[config.mk]
export PLATFORM = sky130hd
export DESIGN_NAME = prs_ram
export DESIGN_NICKNAME = d
export VERILOG_FILES = /design/src/sv/prs_ram.sv
export SDC_FILE = /design/constraint.sdc
export NUM_CORES = 1
export LEC_CHECK = 0
export BUFFER_PORTS_ARGS = -buffer_cell sky130_fd_sc_hd__buf_2
export CORE_MARGIN = 2
export CORE_UTILIZATION = 40
export DETAILED_ROUTE_END_ITERATION = 16
export GPL_TIMING_DRIVEN = 0
export SLEW_MARGIN = 20
export SYNTH_ARGS = -nofsm -noshare
export SYNTH_HDL_FRONTEND = slang
export SYNTH_SLANG_ARGS = --single-unit
[constraint.sdc]
create_clock -name clk -period 2.9 [get_ports clk]
set_clock_uncertainty 0.15 [all_clocks]
set_input_delay 0.58 -clock clk [delete_from_list [all_inputs] [get_ports clk]]
set_output_delay 0.58 -clock clk [all_outputs]
set_load 0.02 [all_outputs]
[src/sv/prs_ram.sv]
// Generic simple dual-port RAM: one write port, one registered read port.
module prs_ram #(
  parameter int WIDTH = 16,
  parameter int DEPTH = 64,
  localparam int AW = (DEPTH > 1) ? $clog2(DEPTH) : 1
) (
  input  logic             clk,
  input  logic             we,
  input  logic [AW-1:0]    waddr,
  input  logic [WIDTH-1:0] wdata,
  input  logic [AW-1:0]    raddr,
  output logic [WIDTH-1:0] rdata
);

  logic [WIDTH-1:0] mem [DEPTH];

  always_ff @(posedge clk) begin
    if (we) begin
      mem[waddr] <= wdata;
    end
    rdata <= mem[raddr];
  end

endmodule

# Word level (Yosys, flattened, before mapping)
# Memory sizes are Yosys's and may differ from the RTL's. A register that Yosys moved wholly into a read port is not among the register bits.
# Index checks and enable logic that the tools add are counted.
# classes
n_mux,2
# ops
operator,n
$mux 1,2
# word_totals
reg_bits,0
mem_bits_rw,1024
input_bits,30
output_inout_bits,16
word_cells,3
memories,1
# mem_list
name,depth,word_bits,rd,rd_ports_with_merged_regs,wr,line,source
mem,64,16,1,1,1,15,logic [WIDTH-1:0] mem [DEPTH];

# Depth between registers and ports, before layout
# logic_depth
word_depth,2
depth_mapped,10
ltp_nobuf,5

# Least setup slack after synthesis
# OpenSTA, ideal clock, no wires.
# synth_path
path_type,input port to flip-flop
startpoint,input port waddr[3]
endpoint,"memory mem[48][0], enable pin"
setup_time_ns,0.409
t_arrival_ns,2.206
required_ns,2.341
slack_ns,0.135
stages,4
cell_sequence,clkbuf_1 nor2b_1 nand4b_1 nor3_1
# synth_lines
element,line,source
"start, declared",9,"input logic [AW-1:0] waddr,"
"end, declared",15,
# No word-level cell before the write port.

==> impl_metrics.yaml <==
synthesis:
  async_flop_share_pct: 0
  synth_area_um2: 40040
  syn_nets: 1859
  ys_seq_area_share_pct: 77.59
  synth-edff-count: 1024
  synth_seq_cells: 1040
  netlist.area_leader.share_pct: 76.79
  synth_area_leader_cell: "edfxtp_1"
  yosys.cell_types.count: 43
  yosys-top-cells-area: "edfxtp_1 77%, mux4_2 12%, mux2i_1 2.1%"
  postSynthAreaPerCell_um2: 21.89
  yosysWarnings: 0
  netlist_instances: 1829
  synth_flop_cell: "edfxtp_1"
grt:
  grt_pass1_vias: 19880
  grt_busiest_layer: "met2"
  overflow: 0
  antenna_found_initial: 8
  grt_use_met3_pct: 3.561
  grtUsageTotal_pct: 20.06
  grt_max_degree: 65
  use_met1_pct: 28.37
  globalRouteMet2Util_pct: 31.94
  grt_pass1_wl_um: 146100
power_and_ir_drop:
  total_power_mw: 31.54
  p_leak_nw: 14.52
  power_density_nw_per_um2: 682.8
  vdd_ir_drop_max_mv: 0.5059
finish:
  final_core_util_pct: 46.33
  final_cell_mix: "1,024 x edfxtp_1, 220 x mux4_2, 106 x clkbuf_16"
  drive_gt1_share_pct: 30.75
  final_common_cell: "edfxtp_1"
  design_area_um2: 46190
  synthToLayoutAreaGrowth_pct: 15.36
  layout.nets: 2067
floorplan:
  core_region_area_um2: 99710
  dieWidth_um: 320.4
  fp.dieH_um: 320.4
  row_count: 116
  initial_utilization_pct: 40.16
  die_area_um2: 102700
  ioPinCount: 46
place:
  gp_congestion: 0.8700
  place_hpwl_um: 67310
  portBuffers: 38
  placedInstanceArea_um2: 42800
route:
  wirelength_um: 102700
  drcViolationCount: 0
  vias: 19780
  avgRoutedWirePerCell_um: 30.00
  ant_nets: 0
  vias_per_cell: 5.779
  drtIter0Drc: 2439
  drt_pass1_iterations: 6
run:
  maxCapViolCount: 0
timing:
  slew_viol_final: 0
  final_hold_viol_count: 0
  fin_ws_ns: -0.08374
  max_slew_margin_pct: 19.38
  finalSetupViolCount: 12
  setup_tns_ns: -0.3491
  max_freq_mhz: 335.1
  min_period_ns: 2.984
  fin_crit_sh_pct: 102.9
  worstMarginPinSlew_ns: 1.206
critical_path:
  crit_path_end_kind: "flop"
  worstPathArrival_ns: 3.34
  worstPathRequired_ns: 3.25
  cp-start-kind: "input port"
  setup.worst_path.class: "input port to flop"
  cp_max_fo: 10
cts:
  path_clk_slew_ns: 0.06
  postCtsSetupRepairBufs: 0
  cts_hold_buf: 0
  clk_path_buf_depth: 3
  cts_made_buffers: 105
  htree_levels: 3
  insertion_delay_ns: 0.67
  root_buffer: "clkbuf_16"
  cts_tree: "built"
  clock-sinks: 1040
outcome:
  outcome: "complete, but fails checks"
  violations: "setup timing"
worst_hold_path:
  hp-class: "input port to flop"
worst paths after layout:
kind                                  start          end  slack [ns]  cells after the start
worst max-delay path               raddr[2]    rdata[13]       -0.08                      8
worst min-delay path              wdata[12]  mem[29][12]        0.34                      1
worst max register to register   mem[5][13]    rdata[13]        0.37                      5
worst min register to register  mem[32][12]    rdata[12]        0.79                      4
per-stage QoR:
stage | instances | setup WS, ns | hold WS, ns
floorplan | 1829 | 0.1352 | 0.5289
global placement | 3165 | -1.191 | 0.7489
detailed placement | 3228 | -0.7660 | 0.7608
CTS | 3418 | 0.01568 | 0.3472
global route | 3418 | -0.02103 | 0.3491
finish | 3422 | -0.08374 | 0.3368
flip-flops by register name, indices dropped and copies added, names as in the netlist:
name	cells
mem	1024
rdata	16
report_power, final:
part / internal (mW) / switching [mW] / total (mW)
Combinational: 0.588 / 1.14 / 1.73
Clock: 7.57 / 5.57 / 13.1
Sequential: 16.6 / 0.0294 / 16.7
Total: 24.8 / 6.74 / 31.5
cells by family (layout without fill, tap and decap cells):
group	Yosys count	after routing	synth area share, %
buffers and inverters	104	395	1.831
AOI/OAI and AO/OA	129	129	2.409
muxes	336	336	15.52
and+or+nand+nor	220	220	2.647
DFF	1040	1040	77.59
other	0	4	0
cell usage after synthesis (all sizes together) (3+ instances only):
master     n
a211o      8
a211oi     8
a21oi     17
a221o      6
a221oi    16
a22o       6
a22oi     39
a311oi     8
a31oi      8
a41oi      5
and4       5
buf       77
clkbuf    27
dfxtp     16
edfxtp  1024
mux2      27
mux2i     85
mux4     224
nand2     60
nand2b     3
nand3     24
nand4     12
nor2      74
nor2b     30
nor4       3
o21ai      8
layout make-up:
| type | count | area [um^2] |
|---|---|---|
| repair buffers | 101 | 969.7 |
| well taps | 1298 | 1624 |
| flip-flops and latches | 1040 | 31070 |
| diodes | 4 | 10.01 |
| clock buffers | 127 | 2731 |
| fillers | 8212 | 53520 |
| plain buffers | 104 | 734.5 |
| clock inverters | 63 | 581.8 |
| multi-input cells | 685 | 8471 |
metal layers:
layer / wire [um] / share of wire [%]
met1: 43030 / 42
met3: 7650 / 7.5
met2: 48840 / 48
met4: 3132 / 3.1
met5: 22 / 0.021
worst max-delay path, cell delays in order:
cell	delay, ns
buf_2	0.27
buf_4	0.25
buf_2	0.46
mux4_2	0.38
mux2i_1	0.37
a22oi_1	0.17
a31oi_1	0.68
a311oi_1	0.15
repair_timing:
item | 4_1_cts | 5_1_grt
cloned | 0 | 0
setup endpoints to repair | 6 | 27
resized for setup | 6 | 6
Note: power is estimated with default switching activity, not from simulation.
